<file path="config.mk">
export PLATFORM = sky130hd
export DESIGN_NAME = servo_cubic_easing_profiler
export DESIGN_NICKNAME = d
export VERILOG_FILES = /design/src/rtl/sce_pkg.sv /design/src/rtl/sce_useq.sv /design/src/rtl/sce_datapath.sv /design/src/rtl/servo_cubic_easing_profiler.sv
export SDC_FILE = /design/constraint.sdc
export NUM_CORES = 2
export LEC_CHECK = 0
export BUFFER_PORTS_ARGS = -buffer_cell sky130_fd_sc_hd__buf_4
export CORE_MARGIN = 3
export CORE_UTILIZATION = 45
export DETAILED_ROUTE_END_ITERATION = 12
export PLACE_DENSITY = 0.58
export RECOVER_POWER = 25
export SYNTH_ARGS = -nofsm -noshare
export SYNTH_HDL_FRONTEND = slang
export SYNTH_SLANG_ARGS = --single-unit
</file>
<file path="constraint.sdc">
create_clock -name clk -period 16.75 [get_ports clk]
set_input_delay 1.675 -clock clk [delete_from_list [all_inputs] [get_ports clk]]
set_output_delay 1.675 -clock clk [all_outputs]
set_load 0.005 [all_outputs]
</file>
<file path="src/rtl/sce_pkg.sv">
// ============================================================================
// sce_pkg: shared types, constants and microcode for the servo easing block
// Holds the fixed-point formats, payload structs, the control/status structs
// between sequencer and datapath, and the microprogram table.
// ============================================================================
package sce_pkg;

    // Fixed-point formats.
    localparam int TIME_WIDTH      = 32;
    localparam int ANGLE_FRAC_BITS = 8;
    localparam int EASE_FRAC_BITS  = 16;
    localparam int ANGLE_WIDTH     = 16;
    localparam int DUR_MS_WIDTH    = 23;
    localparam int PULSE_WIDTH     = 11;
    localparam int EASE_WIDTH      = EASE_FRAC_BITS + 1;

    localparam logic [ANGLE_WIDTH-1:0] ANGLE_MAX = ANGLE_WIDTH'(180 << ANGLE_FRAC_BITS);
    localparam logic [EASE_WIDTH-1:0]  EASE_ONE  = EASE_WIDTH'(1) << EASE_FRAC_BITS;

    // Duration in microseconds is the millisecond count times 1000.
    localparam int                US_PER_MS_WIDTH = 10;
    localparam logic [US_PER_MS_WIDTH-1:0] US_PER_MS = US_PER_MS_WIDTH'(1000);
    localparam int                DUR_PROD_WIDTH  = DUR_MS_WIDTH + US_PER_MS_WIDTH;

    // Pulse width: 1000 + angle*1000/ANGLE_MAX, and ANGLE_MAX = 45 * 2^(frac+2),
    // so the division is a shift followed by a divide by 45. The divide by 45
    // is a multiply by ceil(2^22/45) and a shift by 22, exact for every
    // shifted value up to 45000.
    localparam logic [PULSE_WIDTH-1:0] PULSE_BASE  = PULSE_WIDTH'(1000);
    localparam int                     SCALED_WIDTH = ANGLE_WIDTH + US_PER_MS_WIDTH;
    localparam int                     PULSE_SHIFT  = ANGLE_FRAC_BITS + 2;
    localparam int                     PULSE_RECIP_WIDTH = 17;
    localparam int                     PULSE_RECIP_SHIFT = 22;
    localparam logic [PULSE_RECIP_WIDTH-1:0] PULSE_RECIP = PULSE_RECIP_WIDTH'(93207);

    // Radix-2 divider for the ease fraction: one quotient bit per step.
    localparam int QUO_WIDTH = EASE_FRAC_BITS;
    localparam int CNT_WIDTH = $clog2(QUO_WIDTH);
    localparam logic [CNT_WIDTH-1:0] CNT_LAST = CNT_WIDTH'(QUO_WIDTH - 1);
    localparam int PULSE_PROD_WIDTH = QUO_WIDTH + PULSE_RECIP_WIDTH;

    // Configuration register indexes (word address bit 2).
    localparam logic REG_INITIAL_ANGLE = 1'b0;
    localparam logic REG_MOVE_DURATION = 1'b1;
    localparam int   PADDR_WIDTH       = 3;

    localparam logic [DUR_MS_WIDTH-1:0] DUR_MS_RESET = DUR_MS_WIDTH'(1000);

    typedef struct packed {
        logic                   cmd;
        logic [TIME_WIDTH-1:0]  now_us;
        logic [ANGLE_WIDTH-1:0] target_angle;
    } in_item_t;

    typedef struct packed {
        logic [ANGLE_WIDTH-1:0] angle_now;
        logic [PULSE_WIDTH-1:0] pulse_us;
        logic                   moving;
    } out_item_t;

    // Micro-operations.
    localparam int OP_WIDTH = 4;
    localparam logic [OP_WIDTH-1:0] OP_NOP      = 4'd0;
    localparam logic [OP_WIDTH-1:0] OP_PREP     = 4'd1;
    localparam logic [OP_WIDTH-1:0] OP_DIV_T    = 4'd2;
    localparam logic [OP_WIDTH-1:0] OP_DIV_STEP = 4'd3;
    localparam logic [OP_WIDTH-1:0] OP_SQUARE   = 4'd4;
    localparam logic [OP_WIDTH-1:0] OP_EASE     = 4'd5;
    localparam logic [OP_WIDTH-1:0] OP_BLEND    = 4'd6;
    localparam logic [OP_WIDTH-1:0] OP_SNAP     = 4'd7;
    localparam logic [OP_WIDTH-1:0] OP_MOVE     = 4'd8;
    localparam logic [OP_WIDTH-1:0] OP_SCALE    = 4'd9;
    localparam logic [OP_WIDTH-1:0] OP_DIV_P    = 4'd10;
    localparam logic [OP_WIDTH-1:0] OP_EMIT     = 4'd11;

    // Jump conditions.
    localparam int JC_WIDTH = 3;
    localparam logic [JC_WIDTH-1:0] JC_NEVER      = 3'd0;
    localparam logic [JC_WIDTH-1:0] JC_ALWAYS     = 3'd1;
    localparam logic [JC_WIDTH-1:0] JC_NEW_TARGET = 3'd2;
    localparam logic [JC_WIDTH-1:0] JC_IDLE       = 3'd3;
    localparam logic [JC_WIDTH-1:0] JC_REACHED    = 3'd4;
    localparam logic [JC_WIDTH-1:0] JC_DIV_MORE   = 3'd5;
    localparam logic [JC_WIDTH-1:0] JC_OUT_FULL   = 3'd6;

    localparam int PC_WIDTH = 4;

    // Program labels.
    localparam logic [PC_WIDTH-1:0] L_START   = 4'd0;
    localparam logic [PC_WIDTH-1:0] L_DIV_T   = 4'd4;
    localparam logic [PC_WIDTH-1:0] L_SNAP    = 4'd8;
    localparam logic [PC_WIDTH-1:0] L_MOVE    = 4'd9;
    localparam logic [PC_WIDTH-1:0] L_PULSE   = 4'd10;
    localparam logic [PC_WIDTH-1:0] L_EMIT    = 4'd12;

    typedef struct packed {
        logic [OP_WIDTH-1:0] op;
        logic [JC_WIDTH-1:0] cond;
        logic [PC_WIDTH-1:0] target;
        logic                last;
    } uword_t;

    typedef struct packed {
        logic [OP_WIDTH-1:0] op;
    } ctrl_t;

    typedef struct packed {
        logic new_target;
        logic idle;
        logic reached;
        logic div_last;
        logic out_full;
    } stat_t;

    function automatic uword_t ucode_rom(input logic [PC_WIDTH-1:0] pc);
        uword_t w;
        begin
            w = '{op: OP_NOP, cond: JC_NEVER, target: L_START, last: 1'b0};
            case (pc)
                4'd0:    w = '{op: OP_PREP,     cond: JC_NEW_TARGET, target: L_MOVE,  last: 1'b0};
                4'd1:    w = '{op: OP_NOP,      cond: JC_IDLE,       target: L_PULSE, last: 1'b0};
                4'd2:    w = '{op: OP_NOP,      cond: JC_REACHED,    target: L_SNAP,  last: 1'b0};
                4'd3:    w = '{op: OP_DIV_T,    cond: JC_NEVER,      target: L_START, last: 1'b0};
                4'd4:    w = '{op: OP_DIV_STEP, cond: JC_DIV_MORE,   target: L_DIV_T, last: 1'b0};
                4'd5:    w = '{op: OP_SQUARE,   cond: JC_NEVER,      target: L_START, last: 1'b0};
                4'd6:    w = '{op: OP_EASE,     cond: JC_NEVER,      target: L_START, last: 1'b0};
                4'd7:    w = '{op: OP_BLEND,    cond: JC_ALWAYS,     target: L_PULSE, last: 1'b0};
                4'd8:    w = '{op: OP_SNAP,     cond: JC_ALWAYS,     target: L_PULSE, last: 1'b0};
                4'd9:    w = '{op: OP_MOVE,     cond: JC_NEVER,      target: L_START, last: 1'b0};
                4'd10:   w = '{op: OP_SCALE,    cond: JC_NEVER,      target: L_START, last: 1'b0};
                4'd11:   w = '{op: OP_DIV_P,    cond: JC_NEVER,      target: L_START, last: 1'b0};
                4'd12:   w = '{op: OP_EMIT,     cond: JC_OUT_FULL,   target: L_EMIT,  last: 1'b1};
                default: w = '{op: OP_NOP,      cond: JC_NEVER,      target: L_START, last: 1'b1};
            endcase
            return w;
        end
    endfunction

    // Angles above 180 degrees are held at 180 degrees.
    function automatic logic [ANGLE_WIDTH-1:0] clamp_angle(input logic [ANGLE_WIDTH-1:0] a);
        begin
            return (a > ANGLE_MAX) ? ANGLE_MAX : a;
        end
    endfunction

endpackage

</file>
<file path="src/rtl/sce_useq.sv">
// ============================================================================
// sce_useq: microprogram sequencer
// Steps through the control table, evaluates jump conditions against the
// datapath status and tells the top level when a new item may be taken.
// ============================================================================
module sce_useq
    import sce_pkg::*;
(
    input  logic  clk,
    input  logic  rst_n,
    input  logic  start,
    input  stat_t stat,
    output ctrl_t ctrl,
    output logic  busy
);

    logic                busy_reg;
    logic                busy_next;
    logic [PC_WIDTH-1:0] pc_reg;
    logic [PC_WIDTH-1:0] pc_next;
    uword_t              word;
    logic                taken;

    assign word = ucode_rom(pc_reg);

    always_comb
    begin
        case (word.cond)
            JC_NEVER:      taken = 1'b0;
            JC_ALWAYS:     taken = 1'b1;
            JC_NEW_TARGET: taken = stat.new_target;
            JC_IDLE:       taken = stat.idle;
            JC_REACHED:    taken = stat.reached;
            JC_DIV_MORE:   taken = !stat.div_last;
            JC_OUT_FULL:   taken = stat.out_full;
            default:       taken = 1'b0;
        endcase
    end

    always_comb
    begin
        busy_next = busy_reg;
        pc_next   = pc_reg;
        if (!busy_reg)
        begin
            if (start)
            begin
                busy_next = 1'b1;
                pc_next   = L_START;
            end
        end
        else if (taken)
        begin
            pc_next = word.target;
        end
        else if (word.last)
        begin
            busy_next = 1'b0;
        end
        else
        begin
            pc_next = pc_reg + PC_WIDTH'(1);
        end
    end

    always_ff @(posedge clk or negedge rst_n)
    begin
        if (!rst_n)
        begin
            busy_reg <= 1'b0;
            pc_reg   <= L_START;
        end
        else
        begin
            busy_reg <= busy_next;
            pc_reg   <= pc_next;
        end
    end

    assign ctrl.op = busy_reg ? word.op : OP_NOP;
    assign busy    = busy_reg;

endmodule

</file>
<file path="src/rtl/sce_datapath.sv">
// ============================================================================
// sce_datapath: motion state, ease divider, ease, blend and pulse arithmetic
// Executes one micro-operation per cycle and holds the result register.
// ============================================================================
module sce_datapath
    import sce_pkg::*;
(
    input  logic                    clk,
    input  logic                    rst_n,
    input  logic                    take,
    input  in_item_t                item,
    input  logic                    load_init,
    input  logic [ANGLE_WIDTH-1:0]  init_angle,
    input  logic [DUR_MS_WIDTH-1:0] dur_ms,
    input  ctrl_t                   ctrl,
    output stat_t                   stat,
    output logic                    result_valid,
    input  logic                    result_ready,
    output out_item_t               result
);

    // Motion state.
    logic [ANGLE_WIDTH-1:0] start_reg, start_next;
    logic [ANGLE_WIDTH-1:0] goal_reg, goal_next;
    logic [ANGLE_WIDTH-1:0] present_reg, present_next;
    logic [TIME_WIDTH-1:0]  mstart_reg, mstart_next;
    logic                   motion_reg, motion_next;
    logic                   out_valid_reg, out_valid_next;

    // Item and working registers.
    logic                   cmd_reg;
    logic [TIME_WIDTH-1:0]  now_reg;
    logic [ANGLE_WIDTH-1:0] tgt_reg;
    logic [TIME_WIDTH-1:0]  dur_reg, dur_next;
    logic [TIME_WIDTH-1:0]  elapsed_reg, elapsed_next;
    logic [TIME_WIDTH-1:0]  rem_reg, rem_next;
    logic [QUO_WIDTH-1:0]   quo_reg, quo_next;
    logic [TIME_WIDTH-1:0]  den_reg, den_next;
    logic [CNT_WIDTH-1:0]   cnt_reg, cnt_next;
    logic [EASE_FRAC_BITS-1:0] v_reg, v_next;
    logic                   lo_reg, lo_next;
    logic [2*EASE_FRAC_BITS-1:0] sq_reg, sq_next;
    logic [EASE_WIDTH-1:0]  ease_reg, ease_next;
    logic [SCALED_WIDTH-1:0] scaled_reg, scaled_next;
    out_item_t              out_item_reg, out_item_next;

    // Combinational helpers.
    logic [DUR_PROD_WIDTH-1:0]   dur_prod;
    logic [TIME_WIDTH:0]         div_sh;
    logic [TIME_WIDTH:0]         div_diff;
    logic                        div_ge;
    logic [EASE_WIDTH-1:0]       v_wide;
    logic [2*EASE_FRAC_BITS-1:0] cube;
    logic [EASE_FRAC_BITS-1:0]   cube_q;
    logic                        up;
    logic [ANGLE_WIDTH-1:0]      diff;
    logic [ANGLE_WIDTH+EASE_WIDTH-1:0] blend;
    logic [ANGLE_WIDTH-1:0]      blend_step;
    logic [PULSE_PROD_WIDTH-1:0] pulse_prod;
    logic                        out_full;

    assign dur_prod = DUR_PROD_WIDTH'(dur_ms) * DUR_PROD_WIDTH'(US_PER_MS);

    assign div_sh   = {rem_reg, quo_reg[QUO_WIDTH-1]};
    assign div_diff = div_sh - {1'b0, den_reg};
    assign div_ge   = (div_sh >= {1'b0, den_reg});

    assign v_wide = EASE_ONE - {1'b0, quo_reg};
    assign cube   = sq_reg[2*EASE_FRAC_BITS-1:EASE_FRAC_BITS] * v_reg;
    // 4*s*v >> E is s*v >> (E-2).
    assign cube_q = cube[2*EASE_FRAC_BITS-3:EASE_FRAC_BITS-2];

    assign up         = (goal_reg >= start_reg);
    assign diff       = up ? (goal_reg - start_reg) : (start_reg - goal_reg);
    assign blend      = diff * ease_reg;
    assign blend_step = blend[ANGLE_WIDTH+EASE_FRAC_BITS-1:EASE_FRAC_BITS];

    // Divide by 45 through the reciprocal.
    assign pulse_prod = PULSE_PROD_WIDTH'(scaled_reg[SCALED_WIDTH-1:PULSE_SHIFT])
                      * PULSE_PROD_WIDTH'(PULSE_RECIP);

    assign out_full = out_valid_reg && !result_ready;

    always_comb
    begin
        start_next     = start_reg;
        goal_next      = goal_reg;
        present_next   = present_reg;
        mstart_next    = mstart_reg;
        motion_next    = motion_reg;
        dur_next       = dur_reg;
        elapsed_next   = elapsed_reg;
        rem_next       = rem_reg;
        quo_next       = quo_reg;
        den_next       = den_reg;
        cnt_next       = cnt_reg;
        v_next         = v_reg;
        lo_next        = lo_reg;
        sq_next        = sq_reg;
        ease_next      = ease_reg;
        scaled_next    = scaled_reg;
        out_item_next  = out_item_reg;
        out_valid_next = out_full;

        case (ctrl.op)
            OP_NOP:
            begin
            end
            OP_PREP:
            begin
                dur_next     = (|dur_prod[DUR_PROD_WIDTH-1:TIME_WIDTH]) ? '1
                                                                         : dur_prod[TIME_WIDTH-1:0];
                elapsed_next = now_reg - mstart_reg;
            end
            OP_DIV_T:
            begin
                rem_next = elapsed_reg;
                quo_next = '0;
                den_next = dur_reg;
                cnt_next = '0;
            end
            OP_DIV_STEP:
            begin
                rem_next = div_ge ? div_diff[TIME_WIDTH-1:0] : div_sh[TIME_WIDTH-1:0];
                quo_next = {quo_reg[QUO_WIDTH-2:0], div_ge};
                cnt_next = cnt_reg + CNT_WIDTH'(1);
            end
            OP_SQUARE:
            begin
                lo_next = !quo_reg[QUO_WIDTH-1];
                if (!quo_reg[QUO_WIDTH-1])
                begin
                    v_next  = quo_reg;
                    sq_next = quo_reg * quo_reg;
                end
                else
                begin
                    v_next  = v_wide[EASE_FRAC_BITS-1:0];
                    sq_next = v_wide[EASE_FRAC_BITS-1:0] * v_wide[EASE_FRAC_BITS-1:0];
                end
            end
            OP_EASE:
            begin
                ease_next = lo_reg ? {1'b0, cube_q} : (EASE_ONE - {1'b0, cube_q});
            end
            OP_BLEND:
            begin
                present_next = up ? (start_reg + blend_step) : (start_reg - blend_step);
            end
            OP_SNAP:
            begin
                start_next   = goal_reg;
                present_next = goal_reg;
                motion_next  = 1'b0;
            end
            OP_MOVE:
            begin
                goal_next   = tgt_reg;
                start_next  = present_reg;
                mstart_next = now_reg;
                motion_next = 1'b1;
            end
            OP_SCALE:
            begin
                scaled_next = SCALED_WIDTH'(present_reg) * SCALED_WIDTH'(US_PER_MS);
            end
            OP_DIV_P:
            begin
                quo_next = QUO_WIDTH'(pulse_prod[PULSE_PROD_WIDTH-1:PULSE_RECIP_SHIFT]);
            end
            OP_EMIT:
            begin
                if (!out_full)
                begin
                    out_valid_next          = 1'b1;
                    out_item_next.angle_now = present_reg;
                    out_item_next.pulse_us  = PULSE_BASE + quo_reg[PULSE_WIDTH-1:0];
                    out_item_next.moving    = motion_reg;
                end
            end
            default:
            begin
            end
        endcase

        if (load_init)
        begin
            start_next   = clamp_angle(init_angle);
            goal_next    = clamp_angle(init_angle);
            present_next = clamp_angle(init_angle);
            motion_next  = 1'b0;
        end
    end

    always_ff @(posedge clk or negedge rst_n)
    begin
        if (!rst_n)
        begin
            start_reg     <= '0;
            goal_reg      <= '0;
            present_reg   <= '0;
            mstart_reg    <= '0;
            motion_reg    <= 1'b0;
            out_valid_reg <= 1'b0;
            cnt_reg       <= '0;
        end
        else
        begin
            start_reg     <= start_next;
            goal_reg      <= goal_next;
            present_reg   <= present_next;
            mstart_reg    <= mstart_next;
            motion_reg    <= motion_next;
            out_valid_reg <= out_valid_next;
            cnt_reg       <= cnt_next;
        end
    end

    always_ff @(posedge clk)
    begin
        if (take)
        begin
            cmd_reg <= item.cmd;
            now_reg <= item.now_us;
            tgt_reg <= clamp_angle(item.target_angle);
        end
        dur_reg      <= dur_next;
        elapsed_reg  <= elapsed_next;
        rem_reg      <= rem_next;
        quo_reg      <= quo_next;
        den_reg      <= den_next;
        v_reg        <= v_next;
        lo_reg       <= lo_next;
        sq_reg       <= sq_next;
        ease_reg     <= ease_next;
        scaled_reg   <= scaled_next;
        out_item_reg <= out_item_next;
    end

    assign stat.new_target = cmd_reg && (tgt_reg != goal_reg);
    assign stat.idle       = !motion_reg;
    assign stat.reached    = (elapsed_reg >= dur_reg);
    assign stat.div_last   = (cnt_reg == CNT_LAST);
    assign stat.out_full   = out_full;

    assign result_valid = out_valid_reg;
    assign result       = out_item_reg;

endmodule

</file>
<file path="src/rtl/servo_cubic_easing_profiler.sv">
// ============================================================================
// servo_cubic_easing_profiler: cubic ease-in/ease-out servo motion profile
// Turns time ticks and target commands into an eased angle and pulse width.
//
//   Channel   Handshake                  Payload      Transfer
//   item      item_valid / item_ready    in_item_t    one tick or target command
//   result    result_valid / result_ready out_item_t  one angle and pulse width
//   config    psel/penable/pwrite, pready paddr/pwdata one register write
//
// A tick with no move running, a new target and a tick that ends a move take
// short paths from acceptance to result; a tick during a move takes the long
// one, which is set by the radix-2 divider that works out the ease fraction;
// the pulse width comes from a reciprocal multiply in one step.
// One item is in work at a time; the next one can be taken in the cycle after
// the result is written, while that result waits in the output register.
// Reset clears the motion state to the reset angle and empties the result.
// A stalled result holds the sequencer only at its final step.
// ============================================================================
module servo_cubic_easing_profiler
    import sce_pkg::*;
(
    input  logic                   clk,
    input  logic                   rst_n,
    input  logic                   item_valid,
    output logic                   item_ready,
    input  in_item_t               item,
    output logic                   result_valid,
    input  logic                   result_ready,
    output out_item_t              result,
    input  logic                   psel,
    input  logic                   penable,
    input  logic                   pwrite,
    input  logic [PADDR_WIDTH-1:0] paddr,
    input  logic [31:0]            pwdata,
    output logic [31:0]            prdata,
    output logic                   pready
);

    // Configuration registers. The initial angle is stored as written; the
    // clamped value is what lands in the motion state.
    logic [ANGLE_WIDTH-1:0]  init_angle_reg;
    logic [ANGLE_WIDTH-1:0]  init_angle_next;
    logic [DUR_MS_WIDTH-1:0] dur_ms_reg;
    logic [DUR_MS_WIDTH-1:0] dur_ms_next;

    logic  cfg_write;
    logic  load_init;
    logic  take;
    logic  busy;
    ctrl_t ctrl;
    stat_t stat;

    // APB writes complete in the access phase; the port never waits.
    assign pready    = 1'b1;
    assign cfg_write = psel && penable && pwrite;
    assign load_init = cfg_write && (paddr[2] == REG_INITIAL_ANGLE);

    always_comb
    begin
        init_angle_next = init_angle_reg;
        dur_ms_next     = dur_ms_reg;
        if (cfg_write)
        begin
            case (paddr[2])
                REG_INITIAL_ANGLE: init_angle_next = pwdata[ANGLE_WIDTH-1:0];
                REG_MOVE_DURATION: dur_ms_next     = pwdata[DUR_MS_WIDTH-1:0];
                default:
                begin
                end
            endcase
        end
    end

    always_ff @(posedge clk or negedge rst_n)
    begin
        if (!rst_n)
        begin
            init_angle_reg <= '0;
            dur_ms_reg     <= DUR_MS_RESET;
        end
        else
        begin
            init_angle_reg <= init_angle_next;
            dur_ms_reg     <= dur_ms_next;
        end
    end

    always_comb
    begin
        case (paddr[2])
            REG_INITIAL_ANGLE: prdata = {{(32-ANGLE_WIDTH){1'b0}}, init_angle_reg};
            REG_MOVE_DURATION: prdata = {{(32-DUR_MS_WIDTH){1'b0}}, dur_ms_reg};
            default:           prdata = '0;
        endcase
    end

    // An item is taken whenever the sequencer has finished the previous one.
    assign item_ready = !busy;
    assign take       = item_valid && item_ready;

    sce_useq u_useq (
        .clk   (clk),
        .rst_n (rst_n),
        .start (take),
        .stat  (stat),
        .ctrl  (ctrl),
        .busy  (busy)
    );

    // The motion state loads the angle being written, in the same cycle as
    // the register itself.
    sce_datapath u_datapath (
        .clk          (clk),
        .rst_n        (rst_n),
        .take         (take),
        .item         (item),
        .load_init    (load_init),
        .init_angle   (init_angle_next),
        .dur_ms       (dur_ms_reg),
        .ctrl         (ctrl),
        .stat         (stat),
        .result_valid (result_valid),
        .result_ready (result_ready),
        .result       (result)
    );

`ifndef SYNTH
    // A taken item keeps the sequencer busy for at least the next cycle.
    a_busy_after_take: assert property (@(posedge clk) disable iff (!rst_n)
        take |=> !item_ready)
        else $error("item_ready high right after an item transfer");

    // The reported angle never exceeds 180 degrees.
    a_angle_range: assert property (@(posedge clk) disable iff (!rst_n)
        result_valid |-> (result.angle_now <= ANGLE_MAX))
        else $error("angle_now above 180 degrees");

    // The pulse width stays inside the servo range.
    a_pulse_range: assert property (@(posedge clk) disable iff (!rst_n)
        result_valid |-> (result.pulse_us >= PULSE_BASE)
                         && (result.pulse_us <= PULSE_WIDTH'(2000)))
        else $error("pulse_us outside 1000 to 2000");
`endif

endmodule
</file>
---- Word-level counts from Yosys, hierarchy flattened ----
Memory sizes are Yosys's and may differ from the RTL's.
Cells that the tools add are included.
operators by class
  add/subtract/negate cells ............... 11
  multiply operators ...................... 7
  magnitude comparators ................... 5
  eq/ne operators ......................... 20
  multiplexer cells ....................... 33
  bitwise logic cells ..................... 2
  reduce and logical (&&, ||, !) cells .... 20
operators with widths
  kind                    number
  $mux 16                 10
  $pmux 32 s2             2
  $mul 16x16->32          2
  $mux 32                 2
  $pmux 16 s2             2
  $sub 32x32->32          2
  $pmux 16 s3             1
  $sub 16x16->16          3
  $ge 33x32->1            1
  $mul 16x17->33 const B  1
  $ge 32x32->1            1
  $gt 16x16->1 const B    2
  $mul 16x17->32          1
  $mul 16x16->30          1
  $mul 23x7->30 const B   1
  $mul 16x7->23 const B   1
  $eq 4x4->1 const B      5
  $mux 4                  5
  $sub 17x16->17 const A  1
  $add 16x16->16          1
  $eq 4x3->1 const B      4
  $ge 16x16->1            1
  $ne 16x16->1            1
  $sub 1x16->16 const A   1
  20 further kinds        46
storage, ports and cells
  flip-flop bits (word level) ............. 440
  ROM bits ................................ 192
  output and inout bits ................... 63
  logic and storage cells ................. 129
  memories ................................ 1
memory list
  name             depth  width  rd ports  clocked after memory_dff  write ports  line            source
  (no name shown)  16     12     1         0                         0            sce_pkg.sv:119  case (pc)

---- Longest topological paths before layout ----
  depth after elaboration ................. 7
  depth in mapped cells ................... 59

---- By module ----
Synthesis repeated with hierarchy kept, for this count alone.
unflattened totals
  cell total of the unflattened synthesis .. 6542
  area total of the unflattened synthesis .. 62900.3 µm²
by module, submodules not included
  module                       times used  cells an instance  area each (µm²)
  sce_datapath                 1           6339               60423.0
  servo_cubic_easing_profiler  1           124                1854.3
  sce_useq                     1           79                 623.1

---- Worst setup path before layout ----
Ideal clock, no wire load.
  path kind ............................... register -> register
  from .................................... register u_datapath.goal_reg[0]
  to ...................................... register u_datapath.present_reg[15]
  arrival time ............................ 11.588 ns
  data required time ...................... 16.611 ns
  slack ................................... 5.023 ns
  stages on the path, launching flop included .. 57
  buffers on the path ..................... 3
  path through ............................ dfrtp_1 inv_1 ha_1 inv_1 fa_1 a211oi_1 nor3b_1 o21ai_2 nand2_1 buf_2 buf_1 nor2_1 a21oi_1 o21ai_0 nand2_1 nand2_1 xor2_1 clkbuf_1 (+21 left out) inv_1 nor2_1 nor2_1 xnor2_1 ha_1 nand3_1 o2111ai_1 and3_1 a31oi_1 o21ai_0 a21o_1 a21oi_1 o21ai_0 xnor3_1 xor2_1 xnor2_1 nor2_1 o221ai_1
between the ends
  longest elaborated chain between the ends .. 7
RTL lines
  what                                              line                                    source
  start: declaration                                sce_datapath.sv:24                      logic [ANGLE_WIDTH-1:0] goal_reg, goal_next;
  start signal: assignment                          sce_datapath.sv:210                     goal_reg <= goal_next;
  $sub 16x16->16 or $ge 16x16->1 (tied branches)    sce_datapath.sv:74, sce_datapath.sv:73
  $mux 16                                           sce_datapath.sv:74                      assign diff = up ? (goal_reg - start_reg) : (start_reg - goal_reg);
  $mul 16x17->32                                    sce_datapath.sv:75                      assign blend = diff * ease_reg;
  $sub 16x16->16 or $add 16x16->16 (tied branches)  sce_datapath.sv:148                     present_next = up ? (start_reg + blend_step) : (start_reg - blend_step);
  $mux 16 *                                         sce_datapath.sv:148
  $pmux 16 s2 *                                     sce_datapath.sv:105                     case (ctrl.op)
  $mux 16 *                                         sce_datapath.sv:186                     if (load_init)
  end signal: assignment                            sce_datapath.sv:211                     present_reg <= present_next;
  end: declaration                                  sce_datapath.sv:25                      logic [ANGLE_WIDTH-1:0] present_reg, present_next;
Every way passes the cells marked *; elsewhere a longest branch is shown, timed or not.
A chain may end at the register's enable or synchronous reset.

---- Final worst setup path ----
Same ends and word-level chain as after synthesis.

==> flow_summary.yaml <==
run_status:
  status: "finished with violations"
  violations: "max-capacitance violations, max-slew violations"
logic_synthesis:
  synthCells: 6699
  synthTopCellsByCount: "inv_1, fa_1, ha_1, nand2_1, nor2_1"
  synth_top_area_share_pct: 29.9
  yosysSeqAreaShare_pct: 18.6
  ys_ff_latch: 413
  yosysTopAreaCell: "fa_1"
  synth_cell_types: 94
  ys_top_cells_by_area: "fa_1, ha_1, edfxtp_1"
  syn_avg_cell_area_um2: 9.45
  synth_edf_count: 283
  synthFlopType: "edfxtp_1"
  yosys_warnings: 0
  async_flop_share_pct: 31.5
  synth.most_common_cell: "inv_1"
  netlist_area_um2: 63300
floorplan:
  ios: 154
  rows: 136
  die_w_um: 381
  die-area_um2: 145000
  core_um2: 139000
  start_util_pct: 45.7
  die-height_um: 381
drt:
  viasPerCell: 5.15
  met3_length_mm: 7.87
  vias: 44600
  first_pass_iters: 6
  wl_per_cell_um: 16.9
  wl_met1_mm: 67.3
  drt_iter0_markers: 2408
  routed.top_layer: "met4"
  ant_nets: 0
  dr_wl_met2_mm: 68.4
  drcViolationCount: 0
  wirelength_mm: 146
clocking:
  cts_buffer_depth: 3
  cts_made_buffers: 49
  tritoncts: "done"
  clock_latency_ns: 0.63
  numClockSinks: 413
  cts_setup_buffers: 0
  cts_hold_buf: 0
  root_buffer: "clkbuf_16"
  clk_pin_slew_worst_paths_ns: 0.06
  htree_levels: 2
  post_cts_resized: 0
timing:
  hold_viol: 0
  period_share_pct: 82.0
  rsz0062_at_grt: "no"
  finClkSkew_ns: 0.0291
  drv_slew: 147
  fmax_mhz: 72.8
  tns_ns: 0
  post-route-min-period_ns: 13.73
  tightest_slew_ns: 4.17
  setup_viol: 0
  timing.hold.ws_ns: 0.449
  slew_headroom_pct: -178
grt:
  grt_pass1_wl_mm: 245
  gr-total-overflow: 0
  antenna_found_initial: 1
  grt_max_degree: 77
  grt_use_total_pct: 20.7
  grt_pass1_vias: 46600
final_layout:
  layout-drive-gt1-share_pct: 5.51
  final_util_pct: 49.2
  fin_nets: 8576
  area_growth_pct: 7.60
  n_fill_cell: 13100
  layout.cells.non_filler: 8657
critical_path:
  critPathLaunchType: "flip-flop"
  critical_path_class: "reg2reg"
  r2r-end: "u_datapath.present_reg[15]"
  crit_fanout: 28
  slowest_stage: "ha_1"
  r2r_start: "u_datapath.goal_reg[0]"
  r2r_cells: 52
  crit_required_ns: 17.27
  slowest_delay_ns: 0.57
  end_kind: "flip-flop"
  worst-r2r-setup-slack_ns: 3.02
  cp.arrival_ns: 14.25
worst_hold_path:
  hold_depth: 0
  min_from: "u_datapath.dur_reg[21]"
  hold_class: "reg2reg"
  hold_end: "u_datapath.den_reg[21]"
place:
  place_inst: 8564
  place_congestion: 0.876
  dp_hpwl_mm: 117
  portBuffers: 132
run:
  maxCapViolCount: 3
worst max path at each step:
stage | from | to | slack [ns] | depth (start not counted)
floorplan | u_datapath.goal_reg[0] | u_datapath.present_reg[15] | 5.02 | 56
global placement | u_datapath.goal_reg[0] | u_datapath.present_reg[15] | 3.15 | 54
CTS | u_datapath.goal_reg[0] | u_datapath.present_reg[15] | 3.01 | 54
detailed placement | u_datapath.goal_reg[0] | u_datapath.present_reg[15] | 3.06 | 54
finish | u_datapath.goal_reg[0] | u_datapath.present_reg[15] | 3.02 | 52
global route | u_datapath.goal_reg[0] | u_datapath.present_reg[15] | 2.11 | 54
cells by family after synthesis:
family / after synthesis / synth area share [%]
adders and majority gates: 1733 / 45.5
and+or+nand+nor: 1715 / 12.6
buffers and inverters: 1639 / 9.81
AOI/OAI and AO/OA: 867 / 8.77
DFF: 413 / 18.6
xor gates and xnor gates: 271 / 3.78
muxes: 59 / 1.02
other: 2 / 0.0119
stage by stage:
step | worst slack, ns | area (um2)
final | 3.02 | 68100
after global placement | 3.15 | 66500
after detailed placement | 3.06 | 66500
after floorplan | 5.02 | 63300
after global routing | 2.11 | 68100
after CTS | 3.01 | 68200
layer usage:
layer,vias to the layer above,GRT usage (%)
li1,21300,-
met1,22200,29.2
met2,897,34.1
met3,144,3.14
met4,0,4.07
met5,-,0
cells in the final DEF (no fill, tap or decap), types with 41 or more instances in the layout:
cell type     n
fa_1        946
a21o_1      100
nand2_1     731
o21ai_0     202
dfrtp_1     124
nand3_1      71
edfxtp_1    283
clkbuf_16    49
nor3_1       67
inv_1      1415
a21oi_1     228
ha_1        787
buf_4       155
nor2_1      343
o21a_1       70
mux2_2       41
xor2_1      105
and2_1      249
xnor2_1     158
nand2b_1     53
final cells by class:
cell class              count  area (um2)  share of cell area [%]
multi-input cells        4655       45500                    66.8
inverters                1431        5370                    7.89
repair buffers            202        1470                    2.16
well taps                1863        2330                    3.42
diodes                      1        2.50                 0.00367
flip-flops and latches    413       11800                    17.3
clock inverters            33         429                   0.630
clock buffers              59        1270                    1.87
critical path: cells and delay by family, from the launching register on:
kind | cells | cell delay (ns)
flops | 1 | 0.46
compound gates | 17 | 3.50
fa+ha+maj | 10 | 4.45
buf+inv | 8 | 1.38
xor+xnor | 4 | 1.01
simple gates | 12 | 2.62
mux | 1 | 0.23
Power is not shown: default switching activity piles up to over one toggle a cycle in this logic, so the estimate is an artifact.
